===== src/design/ssp_ram.sv =====
// Generic single-clock RAM: one write port, one read port, registered read data.
// No dependencies.
module ssp_ram #(
    parameter int WIDTH = 8,
    parameter int DEPTH = 16
) (
    input  logic                                   i_clk,
    input  logic                                   i_we,
    input  logic [(DEPTH > 1 ? $clog2(DEPTH) : 1)-1:0] i_waddr,
    input  logic [WIDTH-1:0]                       i_wdata,
    input  logic                                   i_re,
    input  logic [(DEPTH > 1 ? $clog2(DEPTH) : 1)-1:0] i_raddr,
    output logic [WIDTH-1:0]                       o_rdata
);

    logic [WIDTH-1:0] r_mem [DEPTH];
    logic [WIDTH-1:0] r_rdata;

    always_ff @(posedge i_clk) begin
        if (i_we) begin
            r_mem[i_waddr] <= i_wdata;
        end
        if (i_re) begin
            r_rdata <= r_mem[i_raddr];
        end
    end

    assign o_rdata = r_rdata;

endmodule


===== config.mk =====
export PLATFORM = sky130hd
export DESIGN_NAME = ssp_ram
export DESIGN_NICKNAME = d
export VERILOG_FILES = /design/src/design/ssp_ram.sv
export SDC_FILE = /design/constraint.sdc
export NUM_CORES = 1
export LEC_CHECK = 0
export BUFFER_PORTS_ARGS = -buffer_cell sky130_fd_sc_hd__buf_2
export CAP_MARGIN = 20
export CORE_AREA = 2 2 93 95
export DETAILED_ROUTE_END_ITERATION = 6
export DIE_AREA = 0 0 95 97
export PLACE_DENSITY = 0.9
export SETUP_SLACK_MARGIN = 0.05
export SLEW_MARGIN = 10
export SYNTH_ARGS = -nofsm -noshare
export SYNTH_HDL_FRONTEND = slang
export SYNTH_SLANG_ARGS = --single-unit
export TNS_END_PERCENT = 10

===== constraint.sdc =====
create_clock -name i_clk -period 4.45 [get_ports i_clk]
set_input_delay 0.445 -clock i_clk [delete_from_list [all_inputs] [get_ports i_clk]]
set_output_delay 0.445 -clock i_clk [all_outputs]
set_load 0.1 [all_outputs]

# Word level (Yosys, flattened, before mapping)
# Memories as Yosys holds them, arrays and structs flattened. A register that Yosys moved wholly into a read port is not among the register bits.
# Index checks and enable logic that the tools add are counted.
[classes] mux=2
[op_table] operator="1-bit 2-to-1 mux" count=2
[totals] register_bits=0 output_inout_bits=8 word_cells=3 mem_count=1 ram_bits=128
[mem_list] name="r_mem" words=16 word_bits=8 read_ports=1 rd_ports_with_merged_regs=1 write_ports=1 line="16" source="logic [WIDTH-1:0] r_mem [DEPTH];"

# Longest topological paths before layout
# Gate-level depths: netlist of the first run.
[depth] word_depth=2 ltp_mapped=5 depth_no_buf=3

# Worst setup path before layout of the first run
# Ideal clock, no wire load.
[synth_path] path_kind="input -> register" startpoint="in i_waddr[2] (netlist name)" endpoint="mem r_mem[0][0] (enable)" path_slack_ns=2.512 arrival_ns=1.555 required_ns=4.067 stages=2 cell_sequence="or3b_2 > nor3_1"
[synth_rtl] item="start: declaration" line="9" source="input logic [(DEPTH > 1 ? $clog2(DEPTH) : 1)-1:0] i_waddr,"
[synth_rtl] item="end: declaration" line="16"
# Straight into the memory's write port.

==> results of run 1 <==
area by class of cell:
class | instances | area [sq um]
sequential | 136 | 4080
fill | 408 | 2060
multi-input combinational | 83 | 1060
clock buffer | 18 | 418
clock inverter | 14 | 223
timing repair buffer | 30 | 160
tap | 105 | 131
routing by layer:
layer / GRT usage [%] / vias up
met4: 10.8 / 0
met5: 0 / -
met3: 7.01 / 15
met1: 36.7 / 1296
li1: - / 1062
met2: 36.7 / 152
sequential cells by signal, indices dropped and copies added (netlist names):
signal / flops
o_rdata: 8
r_mem: 128
per-stage QoR:
step,std cells,total power [mW]
2_1_floorplan,229,1.59
3_3_place_gp,354,1.64
3_5_place_dp,354,1.64
4_1_cts,386,3.14
5_1_grt,386,3.20
6_report,386,3.12
worst register-to-register path: cells and delay by family (launching register included):
kind,cells,cell delay [ns]
multiplexers,1,0.56
flip-flops,1,0.38
AO/OA/AOI/OAI,1,0.27
AND/OR/NAND/NOR,1,0.10
placed cells by master, fill, tap and decap left out:
| master | count |
|---|---|
| clkbuf_1 | 1 |
| nand3_1 | 1 |
| clkinv_2 | 1 |
| nand2_1 | 9 |
| nand2b_1 | 2 |
| clkbuf_8 | 1 |
| mux4_1 | 14 |
| nor2b_1 | 1 |
| and2_1 | 1 |
| bufinv_16 | 5 |
| edfxtp_1 | 136 |
| clkbuf_16 | 16 |
| a22oi_1 | 16 |
| mux4_2 | 18 |
| buf_2 | 26 |
| nor2_1 | 13 |
| clkinvlp_4 | 2 |
| or3b_2 | 1 |
| clkinv_4 | 4 |
| and2b_1 | 1 |
| buf_4 | 4 |
| nand3b_1 | 2 |
| inv_6 | 2 |
| nor3_1 | 4 |
kinds of logic (layout without fill, tap and decap cells):
group / after synthesis / after routing
compound gates: 16 / 16
buf+inv: 10 / 62
mux: 32 / 32
simple gates: 35 / 35
flops: 136 / 136
how the worst max path moves through the flow:
stage,to,depth (start not counted)
after detailed placement,o_rdata[3]$_DFFE_PP_,4
after global placement,o_rdata[3]$_DFFE_PP_,4
after CTS,o_rdata[3]$_DFFE_PP_,4
after global routing,o_rdata[3]$_DFFE_PP_,4
final,o_rdata[3]$_DFFE_PP_,4
after floorplan,r_mem[0][0]$_DFFE_PP_,2
power by group through the flow:
stage	combinational [mW]	sequential (mW)	clock (mW)
after global placement	0.161	1.48	0
final	0.167	1.45	1.50
after detailed placement	0.166	1.48	0
after global routing	0.178	1.46	1.57
after floorplan	0.0728	1.52	0
after CTS	0.168	1.45	1.52
==> flow_summary.ini, run 1 <==
[critical_path]
cp.required_ns = 4.71
path_buf_inv = 1
slowest_delay_ns = 0.75
crit_arrival_ns = 2.28
end_kind = flip-flop
cp_max_fo = 32
cp_top_family = buffers and inverters
slowest_stage = buf_2
reg2reg_from = r_mem[1][3]$_DFFE_PP_
r2r-end = o_rdata[3]$_DFFE_PP_
r2r_cells = 3
r2r_slack_ns = 2.88
crit_start = i_raddr[0]
crit_chain = buf_2 -> mux4_1 -> a22oi_1 -> nand2_1
criticalPathCategory = input pin to flip-flop
startpoint_type = input pin

[worst_hold_path]
hold_path.startpoint = i_re
hold_depth = 1
hold_path.class = input pin to flip-flop
min_to = o_rdata[0]$_DFFE_PP_

[floorplan]
rows = 33
io_pins = 27
core_area_sq_um = 8130
die_x_microns = 95
die_area_sq_um = 9220
die_h_microns = 97
initial_core_util_pct = 64.3

[status]
status = complete, no violations

[power_and_ir_drop]
switching_share_pct = 21.0
ir_worst_vdd_uv = 286
combinationalPowerShare_pct = 5.3
cellInternalPower_mw = 2.47
p_per_area_nw_per_um2 = 514
switching_power_uw = 657
p_leak_nw = 2.04
seqPwrFrac_pct = 46.5
p_clk_share_pct = 48.1

[final_layout]
n_antenna_cell = 0
finish.utilization_pct = 74.7
finalNetCount = 287
layout-drive-gt1-share_pct = 28.5
areaGrowthSynthToFinish_pct = 16.2
design_area_sq_um = 6070

[placement]
dpl_cell_area_sq_um = 5430
portBuffers = 26
pre_cts_slack_ns = 1.90
routabilityCongestion = 0.776
dp.final_hpwl_microns = 5760

[drt]
routed.top_layer = met4
vias_per_cell = 6.54
ant_nets = 0
vias = 2525
drt_iter0_markers = 268
wl_per_cell_microns = 26.8
routed_wl_microns = 10300
drt-met1-wl_microns = 4020
met2WireLength_microns = 5160
drc = 0
met3_length_microns = 957
first_pass_iters = 4

[global_route]
grt_pass1_vias = 2595
grt_max_degree = 33
grt_pass1_wl_microns = 15600
overflow = 0
grt_usage_pct = 25.2
antenna_found_initial = 0

[synthesis]
yosysMostFrequentCell = edfxtp_1
netlist.area_leader.share_pct = 78.1
synth-adder-area-share_pct = 0
muxShareOfSynthArea_pct = 14.8
yosysUniqueCellTypes = 18
synth_area_sq_um = 5230
yosys.area_share.simple_pct = 3.14
syn_avg_cell_area_sq_um = 22.8
ys_seq_area_share_pct = 78.1
synthTopCellsByArea = edfxtp_1, mux4_2, mux4_1
synth_top_family_by_area = multiplexers
ys_top_cells_by_count = edfxtp_1, mux4_2, a22oi_1
synth_compound_gate_area_share_pct = 2.30
synth_edf_count = 136
synth-xor-area-share_pct = 0
synth_nets = 248
synth_warnings = 0
async_flop_share_pct = 0
synthFlopType = edfxtp_1
synth-seq-cells = 136
yosysTopAreaCell = edfxtp_1
synth_cells = 229

[timing]
worst_slack_ns = 2.42
max_freq_ghz = 0.493
holdWs_ns = 0.309
finalSetupViolations = 0
skew_ns = 0.00961
final_max_slew_viol_count = 0
period_share_pct = 45.6
slew_headroom_pct = 32.7
finalHoldViolCount = 0
tightestPinTransition_ns = 1.01
fin_tns_setup_ns = 0
rsz0062_at_grt = false
min_period_ns = 2.03

[cts]
clock_path_buffers = 2
worst_skew_pair.late_latency_ns = 0.51
cts_resized = 0
cts_tree = built
clk_pin_slew_ns = 0.06
postCtsSetupBuffers = 0
htreeDepth = 4
cts_root_buffer = clkbuf_8
cts_buffers = 17
clkSinkCount = 136
ctsHoldBuffers = 0

[job]
maxCapViolations = 0
Power figures use the tool's default switching activity.
==> run 2: changes to the inputs <==
- CORE_AREA: 2 2 93 95 -> 2 2 102 104
- DIE_AREA: 0 0 95 97 -> 0 0 104 106
- PLACE_DENSITY: 0.9 -> 0.8
- clock period: 4.45 -> 1.81 ns (I/O delays scaled with it)
==> run 2 against run 1 <==
Design area up 3.4%. First-iteration DRC count down 3.0%. Register-to-register slack worse by 2.6 ns. Flip-flop and latch count unchanged. Critical path depth down 1. Die area up 20%.
==> flow_summary.ini, run 2 (synthesized netlist as in run 1, its figures left out) <==
[power_and_ir_drop]
seqPwrFrac_pct = 47.4
total_power_mw = 7.54
ir_worst_vdd_uv = 843
switching_share_pct = 21.0
cellInternalPower_mw = 5.95
p_per_area_nw_per_um2 = 1200
switching_power_mw = 1.58
combinationalPowerShare_pct = 5.9
p_leak_nw = 2.15
p_clk_share_pct = 46.7

[cts]
htreeDepth = 4
cts_resized = 0
cts_buffers = 17
cts_root_buffer = clkbuf_8
ctsHoldBuffers = 0
clk_pin_slew_ns = 0.06
worst_skew_pair.late_latency_ns = 0.51
clkSinkCount = 136
cts_tree = built
postCtsSetupBuffers = 0
clock_path_buffers = 2

[final_layout]
largest_reg_flops = 128
layout_common_cells = edfxtp_1, buf_2, buf_4
areaGrowthSynthToFinish_pct = 20.1
n_antenna_cell = 0
design_area_sq_um = 6280
layout-drive-gt1-share_pct = 32.7
top_register = r_mem
finish.utilization_pct = 62.8
finalNetCount = 306
final_common_cell = edfxtp_1

[critical_path]
cp.required_ns = 2.06
criticalPathCategory = flip-flop to flip-flop
startpoint_type = flip-flop
cp_max_fo = 1
crit_arrival_ns = 1.81
end_kind = flip-flop

[drt]
routed_wl_microns = 10000
drt_iter0_markers = 260
wl_per_cell_microns = 23.0
vias = 2514
drc = 0
ant_nets = 0
first_pass_iters = 4
vias_per_cell = 5.77

[placement]
dpl_cell_area_sq_um = 5660
dp.final_hpwl_microns = 6450
routabilityCongestion = 0.738
portBuffers = 26

[timing]
final_max_slew_viol_count = 0
min_period_ns = 1.56
skew_ns = 0.00907
period_share_pct = 86.1
holdWs_ns = 0.0402
rsz0062_at_grt = false
slew_headroom_pct = 66.6
max_freq_ghz = 0.642
finalHoldViolCount = 0
fin_tns_setup_ns = 0
finalSetupViolations = 0
tightestPinTransition_ns = 0.505

[floorplan]
die_area_sq_um = 11000
rows = 37
core_area_sq_um = 10000
die_h_microns = 106
io_pins = 27
initial_core_util_pct = 52.3
die_x_microns = 104

[global_route]
grt_usage_pct = 19.7
grt_pass1_wl_microns = 15300
grt_max_degree = 17
grt_pass1_vias = 2665
overflow = 0
antenna_found_initial = 0

[job]
maxCapViolations = 0

[worst_hold_path]
hold_path.class = input pin to flip-flop

[status]
status = complete, no violations
[run 2: changes by cell type in the layout (fill, tap and decap cells not counted), sizes merged]
cell      before  now
clkinvlp       2    1
buf           30   49
clkbuf        18   19
bufinv         5    4
inv            2    3
[run 2: layout make-up]
class	count	area [sq um]
well taps	136	170
repair buffers	49	353
clock buffers	19	422
fillers	691	3720
multi-input cells	83	1060
clock inverters	13	194
flip-flops and latches	136	4080
[run 2: metal layers]
layer	vias to the layer above	global-route usage, %	wire, microns
li1	1105	-	-
met2	112	32.8	5180
met1	1285	24.4	3960
met4	0	8.11	150
met5	-	0	0
met3	12	5.89	733
[run 2: power by group through the flow]
stage	Clock (mW)	Sequential, mW	Combinational, mW
final	3.52	3.57	0.442
after global routing	3.70	3.57	0.470
after CTS	3.58	3.57	0.447
after global placement	0	3.63	0.433
after floorplan	0	3.74	0.179
after detailed placement	0	3.64	0.443
[run 2: path summary, 6_finish.rpt]
| check | end | slack, ns | cells after the start | start |
|---|---|---|---|---|
| worst max register to register | o_rdata[6]$_DFFE_PP_ | 0.25 | 3 | r_mem[3][6]$_DFFE_PP_ |
| worst max-delay path | o_rdata[6]$_DFFE_PP_ | 0.25 | 3 | r_mem[3][6]$_DFFE_PP_ |
| worst min register to register | o_rdata[2]$_DFFE_PP_ | 0.76 | 3 | r_mem[7][2]$_DFFE_PP_ |
| worst min-delay path | o_rdata[4]$_DFFE_PP_ | 0.04 | 1 | i_re |
[run 2: worst max-delay path, cell delays in order, from the launching register on]
cell and delay, ns:
edfxtp_1 0.38, mux4_2 0.48, a22oi_1 0.35, nand2_1 0.10
[run 2: per-stage QoR]
step / setup WS (ns) / instances
finish: 0.251 / 436
global placement: 0.0461 / 404
CTS: 0.263 / 436
global route: 0.217 / 436
floorplan: 0.136 / 229
detailed placement: 0.0268 / 404
==> run 3: changes to the inputs <==
- ABC_AREA: unset -> 1
- CORE_AREA: 2 2 102 104 -> 2 2 107 109
- DIE_AREA: 0 0 104 106 -> 0 0 109 111
- PLACE_DENSITY: 0.8 -> 0.81
==> run 3 against run 2 <==
Via count rose by 58%. Setup slack improved by 0.18 ns. Critical path depth fell by 2. Die area rose by 9.8%. Flip-flop and latch count did not move. Sequential power barely moved. Fmax rose by 13%. Worst hold slack improved by 0.081 ns. Non-clock buffer count fell by 5. Highest routed layer unchanged. Design area rose by 7.7%. First-iteration DRC count rose by 51%. Critical endpoint is now o_rdata[1].
==> flow_summary.ini, run 3 <==
[status]
status = complete, no violations

[synthesis]
synth_cells = 551
synth_edf_count = 136
muxShareOfSynthArea_pct = 0
synth-seq-cells = 136
async_flop_share_pct = 0
synth_top_family_by_area = simple AND/OR/NAND/NOR gates
yosys.area_share.simple_pct = 20.8
yosysMostFrequentCell = nand2_1
ys_seq_area_share_pct = 69.8
synth_area_sq_um = 5850
synth-adder-area-share_pct = 0
synth_warnings = 0
yosysTopAreaCell = edfxtp_1
synthFlopType = edfxtp_1
synth_nets = 570
syn_avg_cell_area_sq_um = 10.6
ys_top_cells_by_count = nand2_1, edfxtp_1, inv_1
netlist.area_leader.share_pct = 69.8
synth_compound_gate_area_share_pct = 0
yosysUniqueCellTypes = 11
synthTopCellsByArea = edfxtp_1, nand2_1, nand3_1
synth-xor-area-share_pct = 0

[cts]
cts_root_buffer = clkbuf_16
cts_buffers = 17
ctsHoldBuffers = 0
cts_resized = 0
htreeDepth = 4
worst_skew_pair.late_latency_ns = 0.42
postCtsSetupBuffers = 0
clock_path_buffers = 2
cts_tree = built
clkSinkCount = 136
clk_pin_slew_ns = 0.06

[timing]
finalSetupViolations = 0
finalHoldViolCount = 0
rsz0062_at_grt = false
period_share_pct = 76.4
final_max_slew_viol_count = 0
holdWs_ns = 0.121
slew_headroom_pct = 55.2
min_period_ns = 1.38
tightestPinTransition_ns = 0.670
skew_ns = 0.00538
max_freq_ghz = 0.723
fin_tns_setup_ns = 0

[worst_hold_path]
hold_path.class = input pin to flip-flop

[final_layout]
largest_reg_flops = 128
areaGrowthSynthToFinish_pct = 15.6
layout-drive-gt1-share_pct = 12.3
top_register = r_mem
nFillCells = 824
final_common_cell = nand2_1
layout_common_cells = nand2_1, edfxtp_1, inv_1
n_antenna_cell = 0
finalNetCount = 609

[critical_path]
startpoint_type = flip-flop
slowest_delay_ns = 0.43
end_kind = output port
path_buf_inv = 1
slowest_stage = buf_2
cp_max_fo = 1
crit_arrival_ns = 1.20
cp.required_ns = 1.63
cp_top_family = buffers and inverters
crit_chain = buf_2
criticalPathCategory = flip-flop to output port

[power_and_ir_drop]
ir_worst_vdd_uv = 717
p_clk_share_pct = 46.3
switching_share_pct = 21.9
p_per_area_nw_per_um2 = 1130
combinationalPowerShare_pct = 7.0
seqPwrFrac_pct = 46.7
switching_power_mw = 1.67
p_leak_nw = 2.92
cellInternalPower_mw = 5.96

[placement]
dp.final_hpwl_microns = 7500
routabilityCongestion = 0.867
portBuffers = 26

[floorplan]
die_x_microns = 109
rows = 39
io_pins = 27
initial_core_util_pct = 52.8
die_area_sq_um = 12100
core_area_sq_um = 11100
die_h_microns = 111

[drt]
drt_iter0_markers = 393
vias_per_cell = 5.33
vias = 3974
ant_nets = 0
routed_wl_microns = 12700
first_pass_iters = 6
drc = 0
wl_per_cell_microns = 17.1

[global_route]
grt_pass1_vias = 3732
antenna_found_initial = 0
grt_max_degree = 65
grt_usage_pct = 22.7
grt_pass1_wl_microns = 19900
overflow = 0

[job]
maxCapViolations = 0
[run 3: changes by cell type in the layout (fill, tap and decap cells not counted), moves of 3 or more]
cell / delta
mux4_2: -18
clkinv_4: -3
mux4_1: -14
nand3_1: +96
a22oi_1: -16
nor2_1: +4
nor3_1: -4
buf_4: -3
nand2_1: +164
inv_1: +100
[run 3: worst paths after layout]
kind	startpoint	to	slack (ns)	cells past startpoint
setup / recovery	o_rdata[1]$_DFFE_PP_	o_rdata[1]	0.43	1
hold / removal	i_re	o_rdata[2]$_DFFE_PP_	0.12	1
setup reg to reg	r_mem[0][0]$_DFFE_PP_	o_rdata[0]$_DFFE_PP_	0.59	6
hold reg to reg	r_mem[14][4]$_DFFE_PP_	o_rdata[4]$_DFFE_PP_	0.76	6
[run 3: final cells by class]
type / instances / area (sq um) / area share [%]
clock buffer: 19 / 433 / 6.40
clock inverter: 13 / 178 / 2.63
inverter: 102 / 383 / 5.66
multi-input combinational: 289 / 1210 / 18.0
sequential: 136 / 4080 / 60.4
tap: 143 / 179 / 2.65
timing repair buffer: 44 / 290 / 4.29
[run 3: metal layers]
layer	vias up	GRT usage (%)	share of wire [%]
met5	-	0	0
met4	0	10.5	2.5
met2	213	34.3	48
met1	1881	30.8	40
li1	1854	-	-
met3	26	5.76	9.0
[run 3: cell families (layout without fill, tap and decap cells)]
| logic type | Yosys count | in the layout |
|---|---|---|
| buf+inv | 126 | 178 |
| flops | 136 | 136 |
| simple gates | 289 | 289 |
[run 3: power by group through the flow]
| stage | Combinational, mW | Clock, mW | Sequential [mW] |
|---|---|---|---|
| after detailed placement | 0.522 | 0 | 3.63 |
| after global placement | 0.511 | 0 | 3.63 |
| after global routing | 0.575 | 3.68 | 3.57 |
| final | 0.534 | 3.53 | 3.57 |
| after CTS | 0.530 | 3.56 | 3.57 |
| after floorplan | 0.249 | 0 | 3.74 |
[run 3: metrics by stage]
step	area (sq um)	setup slack (ns)	utilization, %	cells	power [mW]
final	6760	0.428	61.0	746	7.63
after detailed placement	6150	0.373	55.5	714	4.15
after global routing	6760	0.386	61.0	746	7.83
after CTS	6760	0.403	61.0	746	7.66
after floorplan	5850	0.678	-	551	3.99
after global placement	6150	0.394	55.5	714	4.14
