[config.mk]
export PLATFORM = sky130hd
export DESIGN_NAME = ssp_seq
export DESIGN_NICKNAME = d
export VERILOG_FILES = /design/src/design/ssp_pkg.sv /design/src/design/ssp_seq.sv
export SDC_FILE = /design/constraint.sdc
export NUM_CORES = 1
export LEC_CHECK = 0
export BUFFER_PORTS_ARGS = -buffer_cell sky130_fd_sc_hd__buf_4
export CORE_MARGIN = 8
export CORE_UTILIZATION = 41
export CTS_CLUSTER_SIZE = 16
export DETAILED_ROUTE_END_ITERATION = 7
export GPL_ROUTABILITY_DRIVEN = 0
export PLACE_DENSITY = 0.58
export SYNTH_ARGS = -nofsm -noshare
export SYNTH_HDL_FRONTEND = slang
export SYNTH_SLANG_ARGS = --single-unit
[constraint.sdc]
create_clock -name i_clk -period 6.47 [get_ports i_clk]
set_clock_uncertainty 0.15 [all_clocks]
set_input_delay 1.294 -clock i_clk [delete_from_list [all_inputs] [get_ports i_clk]]
set_output_delay 1.294 -clock i_clk [all_outputs]
set_load 0.03 [all_outputs]
[src/design/ssp_pkg.sv]
// Shared types, constants and the microcode program of the shortest-path block.
// Used by ssp_seq and single_source_shortest_paths; depends on nothing.
package ssp_pkg;

    // Fixed field widths
    localparam int NODE_W  = 7;
    localparam int DIST_W  = 32;
    localparam int OPC_W   = 2;
    localparam int CFG_W   = 2;
    localparam int WIN_W   = 16;
    localparam int PC_W    = 4;

    // Parameter defaults
    localparam int DEF_MAX_NODES   = 64;
    localparam int DEF_MAX_EDGES   = 256;
    localparam int DEF_WEIGHT_BITS = 16;

    // Opcodes
    localparam logic [OPC_W-1:0] OP_ADD   = 2'd0;
    localparam logic [OPC_W-1:0] OP_RUN   = 2'd1;
    localparam logic [OPC_W-1:0] OP_CLEAR = 2'd2;

    // Configuration register indexes
    localparam logic [CFG_W-1:0] CFG_NODE_COUNT = 2'd0;
    localparam logic [CFG_W-1:0] CFG_SOURCE     = 2'd1;
    localparam logic [CFG_W-1:0] CFG_INFINITY   = 2'd2;

    // Register reset values
    localparam logic [NODE_W-1:0] RESET_NODE_COUNT = 7'd64;
    localparam logic [NODE_W-1:0] RESET_SOURCE     = 7'd1;
    localparam logic [DIST_W-1:0] RESET_INFINITY   = 32'd9999;

    // Datapath operation of one microcode step
    typedef enum logic [3:0] {
        U_NOP,
        U_INIT,
        U_INIT_WR,
        U_ROUND,
        U_SCAN_RD,
        U_SCAN_CMP,
        U_SELECT,
        U_EDGE_RD,
        U_EDGE_CHK,
        U_RELAX,
        U_OUT_START,
        U_OUT_RD,
        U_OUT_EMIT,
        U_DONE
    } t_uop;

    // Jump condition of one microcode step
    typedef enum logic [2:0] {
        C_NONE,
        C_ALWAYS,
        C_N_ZERO,
        C_I_NE_N,
        C_ROUND_DONE,
        C_SKIP_EDGES,
        C_E_NE_TOT
    } t_cond;

    typedef struct packed {
        t_uop            uop;
        t_cond           cond;
        logic [PC_W-1:0] target;
    } t_ucw;

    // Status flags from datapath to sequencer
    typedef struct packed {
        logic n_zero;
        logic i_ne_n;
        logic round_done;
        logic skip_edges;
        logic e_ne_tot;
    } t_flags;

    // One entry of the per-node store
    typedef struct packed {
        logic [DIST_W-1:0] distance;
        logic [NODE_W-1:0] parent;
        logic              visited;
    } t_node_rec;

    // Program step addresses
    localparam logic [PC_W-1:0] ST_INIT      = 4'd0;
    localparam logic [PC_W-1:0] ST_INIT_WR   = 4'd1;
    localparam logic [PC_W-1:0] ST_ROUND     = 4'd2;
    localparam logic [PC_W-1:0] ST_SCAN_RD   = 4'd3;
    localparam logic [PC_W-1:0] ST_SCAN_CMP  = 4'd4;
    localparam logic [PC_W-1:0] ST_SELECT    = 4'd5;
    localparam logic [PC_W-1:0] ST_EDGE_RD   = 4'd6;
    localparam logic [PC_W-1:0] ST_EDGE_CHK  = 4'd7;
    localparam logic [PC_W-1:0] ST_RELAX     = 4'd8;
    localparam logic [PC_W-1:0] ST_NEXT_RND  = 4'd9;
    localparam logic [PC_W-1:0] ST_OUT_START = 4'd10;
    localparam logic [PC_W-1:0] ST_OUT_RD    = 4'd11;
    localparam logic [PC_W-1:0] ST_OUT_EMIT  = 4'd12;
    localparam logic [PC_W-1:0] ST_DONE      = 4'd13;

    localparam t_ucw UCW_IDLE = '{uop: U_NOP, cond: C_NONE, target: ST_INIT};

    // Microcode ROM
    function automatic t_ucw ucode_rom(input logic [PC_W-1:0] pc);
        t_ucw w;
        case (pc)
            ST_INIT:      w = '{uop: U_INIT,      cond: C_N_ZERO,     target: ST_DONE};
            ST_INIT_WR:   w = '{uop: U_INIT_WR,   cond: C_I_NE_N,     target: ST_INIT_WR};
            ST_ROUND:     w = '{uop: U_ROUND,     cond: C_ROUND_DONE, target: ST_OUT_START};
            ST_SCAN_RD:   w = '{uop: U_SCAN_RD,   cond: C_NONE,       target: ST_INIT};
            ST_SCAN_CMP:  w = '{uop: U_SCAN_CMP,  cond: C_I_NE_N,     target: ST_SCAN_RD};
            ST_SELECT:    w = '{uop: U_SELECT,    cond: C_SKIP_EDGES, target: ST_ROUND};
            ST_EDGE_RD:   w = '{uop: U_EDGE_RD,   cond: C_NONE,       target: ST_INIT};
            ST_EDGE_CHK:  w = '{uop: U_EDGE_CHK,  cond: C_NONE,       target: ST_INIT};
            ST_RELAX:     w = '{uop: U_RELAX,     cond: C_E_NE_TOT,   target: ST_EDGE_RD};
            ST_NEXT_RND:  w = '{uop: U_NOP,       cond: C_ALWAYS,     target: ST_ROUND};
            ST_OUT_START: w = '{uop: U_OUT_START, cond: C_NONE,       target: ST_INIT};
            ST_OUT_RD:    w = '{uop: U_OUT_RD,    cond: C_NONE,       target: ST_INIT};
            ST_OUT_EMIT:  w = '{uop: U_OUT_EMIT,  cond: C_I_NE_N,     target: ST_OUT_RD};
            ST_DONE:      w = '{uop: U_DONE,      cond: C_NONE,       target: ST_INIT};
            default:      w = '{uop: U_DONE,      cond: C_NONE,       target: ST_INIT};
        endcase
        return w;
    endfunction

endpackage

[src/design/ssp_seq.sv]
// Microcode sequencer: step counter, control ROM lookup and conditional jumps.
// Depends on ssp_pkg.
module ssp_seq (
    input  logic            i_clk,
    input  logic            i_rst_n,
    input  logic            i_go,
    input  ssp_pkg::t_flags i_flags,
    output ssp_pkg::t_ucw   o_ucw,
    output logic            o_active
);

    logic [ssp_pkg::PC_W-1:0] r_pc;
    logic                     r_active;
    ssp_pkg::t_ucw            w_ucw;
    logic                     w_take;

    assign w_ucw = ssp_pkg::ucode_rom(r_pc);

    // Jump condition select
    always_comb begin
        case (w_ucw.cond)
            ssp_pkg::C_NONE:       w_take = 1'b0;
            ssp_pkg::C_ALWAYS:     w_take = 1'b1;
            ssp_pkg::C_N_ZERO:     w_take = i_flags.n_zero;
            ssp_pkg::C_I_NE_N:     w_take = i_flags.i_ne_n;
            ssp_pkg::C_ROUND_DONE: w_take = i_flags.round_done;
            ssp_pkg::C_SKIP_EDGES: w_take = i_flags.skip_edges;
            ssp_pkg::C_E_NE_TOT:   w_take = i_flags.e_ne_tot;
            default:               w_take = 1'b0;
        endcase
    end

    // Step counter
    always_ff @(posedge i_clk) begin
        if (!i_rst_n) begin
            r_active <= 1'b0;
            r_pc     <= ssp_pkg::ST_INIT;
        end else if (!r_active) begin
            if (i_go) begin
                r_active <= 1'b1;
                r_pc     <= ssp_pkg::ST_INIT;
            end
        end else begin
            if (w_ucw.uop == ssp_pkg::U_DONE) begin
                r_active <= 1'b0;
            end
            r_pc <= w_take ? w_ucw.target : r_pc + 1'b1;
        end
    end

    assign o_ucw    = r_active ? w_ucw : ssp_pkg::UCW_IDLE;
    assign o_active = r_active;

endmodule

-- Word level (Yosys, flattened, before mapping)
Memory sizes are Yosys's and may differ from the RTL's. A register that Yosys moved wholly into a read port is not among the register bits.
Cells that the tools add are included.
- output and inout bits: 12
- ROM bits: 176
- bits in registers: 5
- memories: 1
- bits of input ports: 8
- memories (name ; words ; width ; read ports ; clocked after Yosys merged registers in ; write ports ; line ; source):
    (no name shown) ; 16 ; 11 ; 1 ; 1 ; 0 ; ssp_pkg.sv:105 ; case (pc)
- muxes and demuxes: 10
- add/sub/neg operators: 1
- equality and inequality tests: 7
- reduce and logical (&&, ||, !) cells: 1
- operators by type and width (cell ; count):
    4-bit two-way mux ; 5
    11-bit two-way mux ; 1
    3-bit == test, second input constant ; 3
    3-bit by 2-bit == test with 1-bit output, second input constant ; 2
    1-bit one-hot mux with 6 select lines ; 1
    4-bit by 1-bit adder with 4-bit output, second input constant ; 1
    4-bit == test, second input constant ; 1
    3-bit by 1-bit == test with 1-bit output, second input constant ; 1
    1-bit two-way mux ; 3
    2-bit nonzero test ; 1

-- Logic depth before layout (Yosys ltp)
Gate-level depths: netlist of the first run.
- depth after elaboration: 6
- depth in mapped cells: 11
- gate-level depth less buffers: 10

-- Worst setup path after synthesis of the first run
Ideal clock, no wire load.
- kind: input port to flip-flop
- from: in i_flags[2] (netlist bit)
- to: reg w_ucw[7] (netlist name)
- data required time: 6.182 ns
- path slack: 3.091 ns
- stages on the path: 9
- arrival time: 3.091 ns
- path buffers: 0
- library setup time: 0.138 ns
- cell sequence: mux2_4 > a211oi_2 > nor2_2 > a221oi_2 > nor2b_1 > inv_1 > ha_1 > o21ai_0 > o211ai_1
- cells in the longest elaborated chain, start to end: 5
- RTL lines (what ; line ; source):
    start, declared ; ssp_seq.sv:7 ; input ssp_pkg::t_flags i_flags,
    1-bit one-hot mux with 6 select lines ; ssp_seq.sv:21 ; case (w_ucw.cond)
    4-bit two-way mux ; ssp_seq.sv:47 ; r_pc <= w_take ? w_ucw.target : r_pc + 1'b1;
    4-bit two-way mux ; ssp_seq.sv:38 ; end else if (!r_active) begin
    4-bit two-way mux (no line) (2 in a row) ; - ;
No other way between the ends.
A chain may end at the register's enable or synchronous reset.

-- Worst setup path after layout of the first run
- from: in i_flags[2] (netlist bit)
- to: reg w_ucw[7] (netlist name)
- cells in the longest elaborated chain, start to end: 5
- RTL lines (what ; line):
    1-bit one-hot mux with 6 select lines ; ssp_seq.sv:21
    4-bit two-way mux ; ssp_seq.sv:47
    4-bit two-way mux ; ssp_seq.sv:38
    4-bit two-way mux (no line) (2 in a row) ; -
No other way between the ends.

==> flow_summary.ini, run 1 <==
[floorplan]
floorplan.core_area_sq_um = 2430
core.rowCount = 18
die_footprint_sq_um = 4360
die-width_um = 66.0
die_h_um = 66.0
io_pins = 20
initial_core_util_pct = 42.1

[timing]
maxClockFrequency_ghz = 0.291
final_setup_fails = 0
final_max_slew_viol_count = 0
finalSetupTns_ps = 0
timing.max_slew.rel_slack_pct = 62.1
timing.final.crit_period_ps = 3430
grt_setup_unrepaired = false
tightestPinTransition_ps = 569
final_min_period_over_clock_period_pct = 53.1
post-route-worst-setup-slack_ps = 3040
hold_violations = 0

[finish]
antennaDiodeCount = 0
fill_cells = 241
final_core_utilization_pct = 49.6
areaGrowthSynthToFinish_pct = 17.8
drive_gt1_share_pct = 24.1
seq_area_sq_um = 320
finalNetCount = 150
multi_input_comb_area_sq_um = 659

[global_route]
gr-total-overflow = 0
grt.total_usage_pct = 11.8
largest_net_degree_at_the_start_of_global_routing = 21
vias_in_the_first_global_route = 884
wire_length_of_the_first_global_routing_pass_um = 4140
initial_antenna_violation_count = 0

[pwr]
total_switching_power_mw = 0.180
power.sequential.fraction_pct = 35.5
power-per-cell-area_nw_per_um2 = 366
power_switching_share_pct = 40.8
p_int_mw = 0.261
total_leakage_power_nw = 0.549
clock_power_share_pct = 14.0
power.combinational.fraction_pct = 50.5
vdd.ir_drop.worst_uv = 184

[route]
routed_via_density = 5.52
route.met2.wl_um = 1150
initial_detailed_routing_violation_count = 46
antenna_nets_post_route = 0
detailedRoute.firstPassIterationCount = 4
vias = 900
wl_um = 2370
post_drt_wl_per_cell_um = 14.5
drc = 0
top_layer_used = met4
met1_length_um = 1070
met3WireLength_um = 115

[worst_hold_path]
worst_hold_startpoint = w_ucw[8]$_DFF_P_
timing.hold.worst.class = reg -> reg

[clock_tree]
post_cts_buffers = 0
cts_root_buf = clkbuf_4
clkSinkCount = 16
cts_resized = 0
max-clock-path-buffers = 2
insertion_delay_ps = 270
tritoncts_clock_tree = built
cts_hold_repair.buffers = 0
htreeDepth = 1
cts-buffers-inserted = 3
clk_transition_reported_paths_ps = 80

[synthesis]
mapped_area_sq_um = 1020
synth_top_area_share_pct = 31.3
synthFlopType = dfxtp_1
netlist.top_cell.by_area = dfxtp_1
synth.area.top_cells = dfxtp_1, ha_1, and2_1
ys_async_sr_fraction_pct = 0
synthesis.instances = 115
seq_area_frac_synth_pct = 31.3
synth_warnings = 0
synth_cell_types = 34
ys_top_cells_by_count = dfxtp_1, and2_1, ha_1, nand3_1, nand2_1
yosys_register_bits = 16
mean_cell_area_of_the_mapped_netlist_sq_um = 8.91
postSynthNetCount = 131
number_of_enable_type_register_cells_in_the_synthesized_netlist = 0
yosysMostFrequentCell = dfxtp_1

[critical_path]
cp-start-kind = input port
path_max_fanout = 8
timing.setup.critical_path_class = in -> reg
cp.required_ps = 6480
critical_path.endpoint_type = flop
worstSetupStartpoint = i_flags[2]
worst_ep_arrival_time_ps = 3440
crit-reg2reg-launch = w_ucw[5]$_DFF_P_

[placement]
portBuffers = 19
detailedPlacementHpwl_um = 1910
worst_case_setup_slack_after_placement_ps = 2710

[outcome]
outcome = finished clean

[run]
drv_cap = 0
[worst max-delay path, cell delays in order]
cell and delay [ps]:
buf_4 110, mux2_4 270, a211oi_2 270, nor2_2 120
a221oi_2 500, nor2b_1 190, inv_1 160, ha_1 260
o21ai_0 160, o211ai_1 100
[through the flow]
stage	instance area, sq um	cells	total power [mW]	hold WS [ps]
after floorplan	1020	115	0.328	332
after global placement	1170	159	0.380	369
after detailed placement	1170	159	0.383	353
after CTS	1210	163	0.444	370
after global routing	1210	163	0.478	415
final	1210	163	0.441	376
[power groups by stage]
stage | Clock [mW] | Combinational, mW | Sequential (mW)
after floorplan | 0 | 0.177 | 0.151
after global placement | 0 | 0.221 | 0.159
after detailed placement | 0 | 0.224 | 0.159
after CTS | 0.0632 | 0.224 | 0.156
after global routing | 0.0675 | 0.248 | 0.162
final | 0.0617 | 0.223 | 0.157
[per-layer routing]
metal | up-vias | GRT usage, %
li1 | 449 | -
met1 | 422 | 15.4
met2 | 25 | 18.4
met3 | 4 | 2.03
met4 | 0 | 5.33
met5 | - | 0
[layout make-up]
type                            count  share of cell area (%)
Tap cell                           30                    3.11
Timing Repair Buffer               19                    11.8
Sequential cell                    16                    26.5
Inverter                            3                   0.933
Multi-Input combinational cell     91                    54.6
Clock buffer                        4                    3.01
[cells by family after synthesis]
group,share of synthesized area (%)
AND/OR/NAND/NOR,27.0
AO/OA/AOI/OAI,18.1
flip-flops,31.3
multiplexers,9.52
buffers and inverters,4.40
adder cells (fa/ha/maj),9.77
[state kept, by name, indices dropped and copies added (netlist names)]
| signal | flops |
|---|---|
| w_ucw | 11 |
| o_active | 1 |
| r_pc | 4 |
[cells in the final DEF, fill, tap and decap left out, types with 2 or more instances in the layout]
cell,n
clkbuf_4,3
a211o_1,2
buf_4,19
and3b_1,3
a31oi_1,2
nor2_1,4
nand4_1,2
ha_1,8
a21oi_1,4
o211ai_1,3
dfxtp_1,16
inv_1,3
nand2b_1,3
and2_1,14
mux2i_1,6
o21ai_0,5
nand3_1,8
nor2b_1,2
a21o_1,2
nand2_1,7
o21ai_1,2
mux2_2,2
[worst paths after layout]
kind                         endpoint  slack [ps]  depth (start not counted)
setup / recovery     w_ucw[7]$_DFF_P_        3040                         10
hold / removal    o_active$_SDFF_PN0_         380                          2
setup reg to reg     w_ucw[7]$_DFF_P_        3700                          9
hold reg to reg   o_active$_SDFF_PN0_         380                          2
Power figures use the tool's default switching activity.
==> inputs of run 2 (changes only) <==
Clock period 6.47 ns to 3.4 ns, I/O delays scaled along.
==> run 2 against run 1 <==
Compared with the run above: utilization is 0.31 points higher; critical path depth is 1 higher; hold slack better by 22 ps; die area stayed put; setup slack worse by 2300 ps; clock-buffer cell count stayed put; first-iteration DRC count is 17% lower; wire length is 1.2% higher; register-to-register slack worse by 2900 ps; via count is 1.0% higher; final area is 0.62% higher; critical path type unchanged; highest routed layer unchanged.
==> flow_summary.ini, run 2 (synthesis gave the netlist of run 1 again) <==
[outcome]
outcome = finished clean

[finish]
finalNetCount = 151
areaGrowthSynthToFinish_pct = 18.6
fill_cells = 251
most-common-layout-cells = buf_4, dfxtp_1, and2_1, nand3_1, ha_1
antennaDiodeCount = 0
drive_gt1_share_pct = 24.6
largest_register_ff_count = 11
layout_commonest_cell = buf_4

[route]
vias = 909
routed_via_density = 5.54
wl_um = 2400
antenna_nets_post_route = 0
post_drt_wl_per_cell_um = 14.6
initial_detailed_routing_violation_count = 38
drc = 0
detailedRoute.firstPassIterationCount = 4

[timing]
final.hold.worst_slack_ps = 398
final_setup_fails = 0
final_min_period_over_clock_period_pct = 78.0
finalSetupTns_ps = 0
grt_setup_unrepaired = false
hold_violations = 0
timing.final.crit_period_ps = 2650
final_max_slew_viol_count = 0
maxClockFrequency_ghz = 0.377
tightestPinTransition_ps = 559
timing.max_slew.rel_slack_pct = 62.7

[critical_path]
cp_cell_sequence = buf_4 > mux2_4 > a211oi_2 > nor2_2 > a211o_1 > and2_1 > inv_1 > ha_1 > and3_1 > nand3_1 > o21ai_1
timing.setup.critical_path_class = in -> reg
max_stage_delay_ps = 370
setup.worst_path.end = w_ucw[6]$_DFF_P_
cp-start-kind = input port
critical_path.reg2reg.endpoint = w_ucw[6]$_DFF_P_
critical_path.endpoint_type = flop
rrSetupSlack_ps = 800
worst-path-stages = 11
cp_slowest_cell = a211o_1
worstSetupStartpoint = i_flags[2]
worst_reg_to_reg_cells = 10
worst_ep_arrival_time_ps = 2720
path_max_fanout = 6
cp.required_ps = 3470
critical_path.n_buffers_inverters = 2
critPathTopFamily = compound AO/OA/AOI/OAI gates
crit-reg2reg-launch = w_ucw[5]$_DFF_P_

[clock_tree]
clk_transition_reported_paths_ps = 90
insertion_delay_ps = 290
max-clock-path-buffers = 2
tritoncts_clock_tree = built
post_cts_buffers = 0
htreeDepth = 1
cts_hold_repair.buffers = 0
clkSinkCount = 16
cts-buffers-inserted = 3
cts_resized = 0
cts_root_buf = clkbuf_4

[floorplan]
floorplan.core_area_sq_um = 2430
die-width_um = 66.0
die_footprint_sq_um = 4360
io_pins = 20
die_h_um = 66.0
core.rowCount = 18
initial_core_util_pct = 42.1

[placement]
detailedPlacementHpwl_um = 1920
portBuffers = 19

[global_route]
gr-total-overflow = 0
wire_length_of_the_first_global_routing_pass_um = 3930
largest_net_degree_at_the_start_of_global_routing = 21
grt.total_usage_pct = 11.3
vias_in_the_first_global_route = 858
initial_antenna_violation_count = 0

[worst_hold_path]
timing.hold.worst.class = reg -> reg

[pwr]
power-per-cell-area_nw_per_um2 = 703
total_leakage_power_nw = 0.553
vdd.ir_drop.worst_uv = 281
p_total_mw = 0.854

[run]
drv_cap = 0
-- run 2: report_power, final --
part	switching, mW	leakage [nW]	internal, mW
sequential	0.0456	0.132	0.251
combinational	0.249	0.401	0.184
clock	0.0589	0.0210	0.0652
total	0.354	0.553	0.500
-- run 2: worst min-delay path by stage --
stage	startpoint	end	slack (ps)	depth (start not counted)
final	w_ucw[10]$_DFF_P_	o_active$_SDFF_PN0_	400	2
after global routing	w_ucw[10]$_DFF_P_	o_active$_SDFF_PN0_	440	2
after CTS	w_ucw[8]$_DFF_P_	o_active$_SDFF_PN0_	400	2
after detailed placement	w_ucw[8]$_DFF_P_	o_active$_SDFF_PN0_	370	2
after global placement	w_ucw[8]$_DFF_P_	o_active$_SDFF_PN0_	370	2
after floorplan	w_ucw[8]$_DFF_P_	o_active$_SDFF_PN0_	330	2
-- run 2: worst min-delay path: stages (launching register included) --
cell and delay (ps):
dfxtp_1 310, and2_1 140, a21oi_1 60
-- run 2: cell type report --
cell class / instances / area, sq um / area share [%]
clock buffers: 4 / 36.3 / 2.99
inverters: 3 / 11.3 / 0.927
multi-input cells: 91 / 659 / 54.3
flip-flops and latches: 16 / 320 / 26.4
well taps: 30 / 37.5 / 3.09
repair buffers: 20 / 150 / 12.4
-- run 2: through the flow --
| stage | std cells | area [sq um] | setup slack, ps | util (%) |
|---|---|---|---|---|
| 6_report | 164 | 1210 | 749 | 49.9 |
| 4_1_cts | 164 | 1210 | 767 | 49.9 |
| 3_3_place_gp | 160 | 1180 | 474 | 48.5 |
| 5_1_grt | 164 | 1210 | 672 | 49.9 |
| 3_5_place_dp | 160 | 1180 | 479 | 48.5 |
| 2_1_floorplan | 115 | 1020 | 635 | - |
-- run 2: per-layer routing --
layer | up-vias | global-route usage (%) | share of wire (%)
li1 | 449 | - | -
met2 | 31 | 17.2 | 48
met4 | 0 | 7.47 | 1.2
met3 | 4 | 2.54 | 5.3
met1 | 425 | 14.1 | 46
met5 | - | 0 | 0
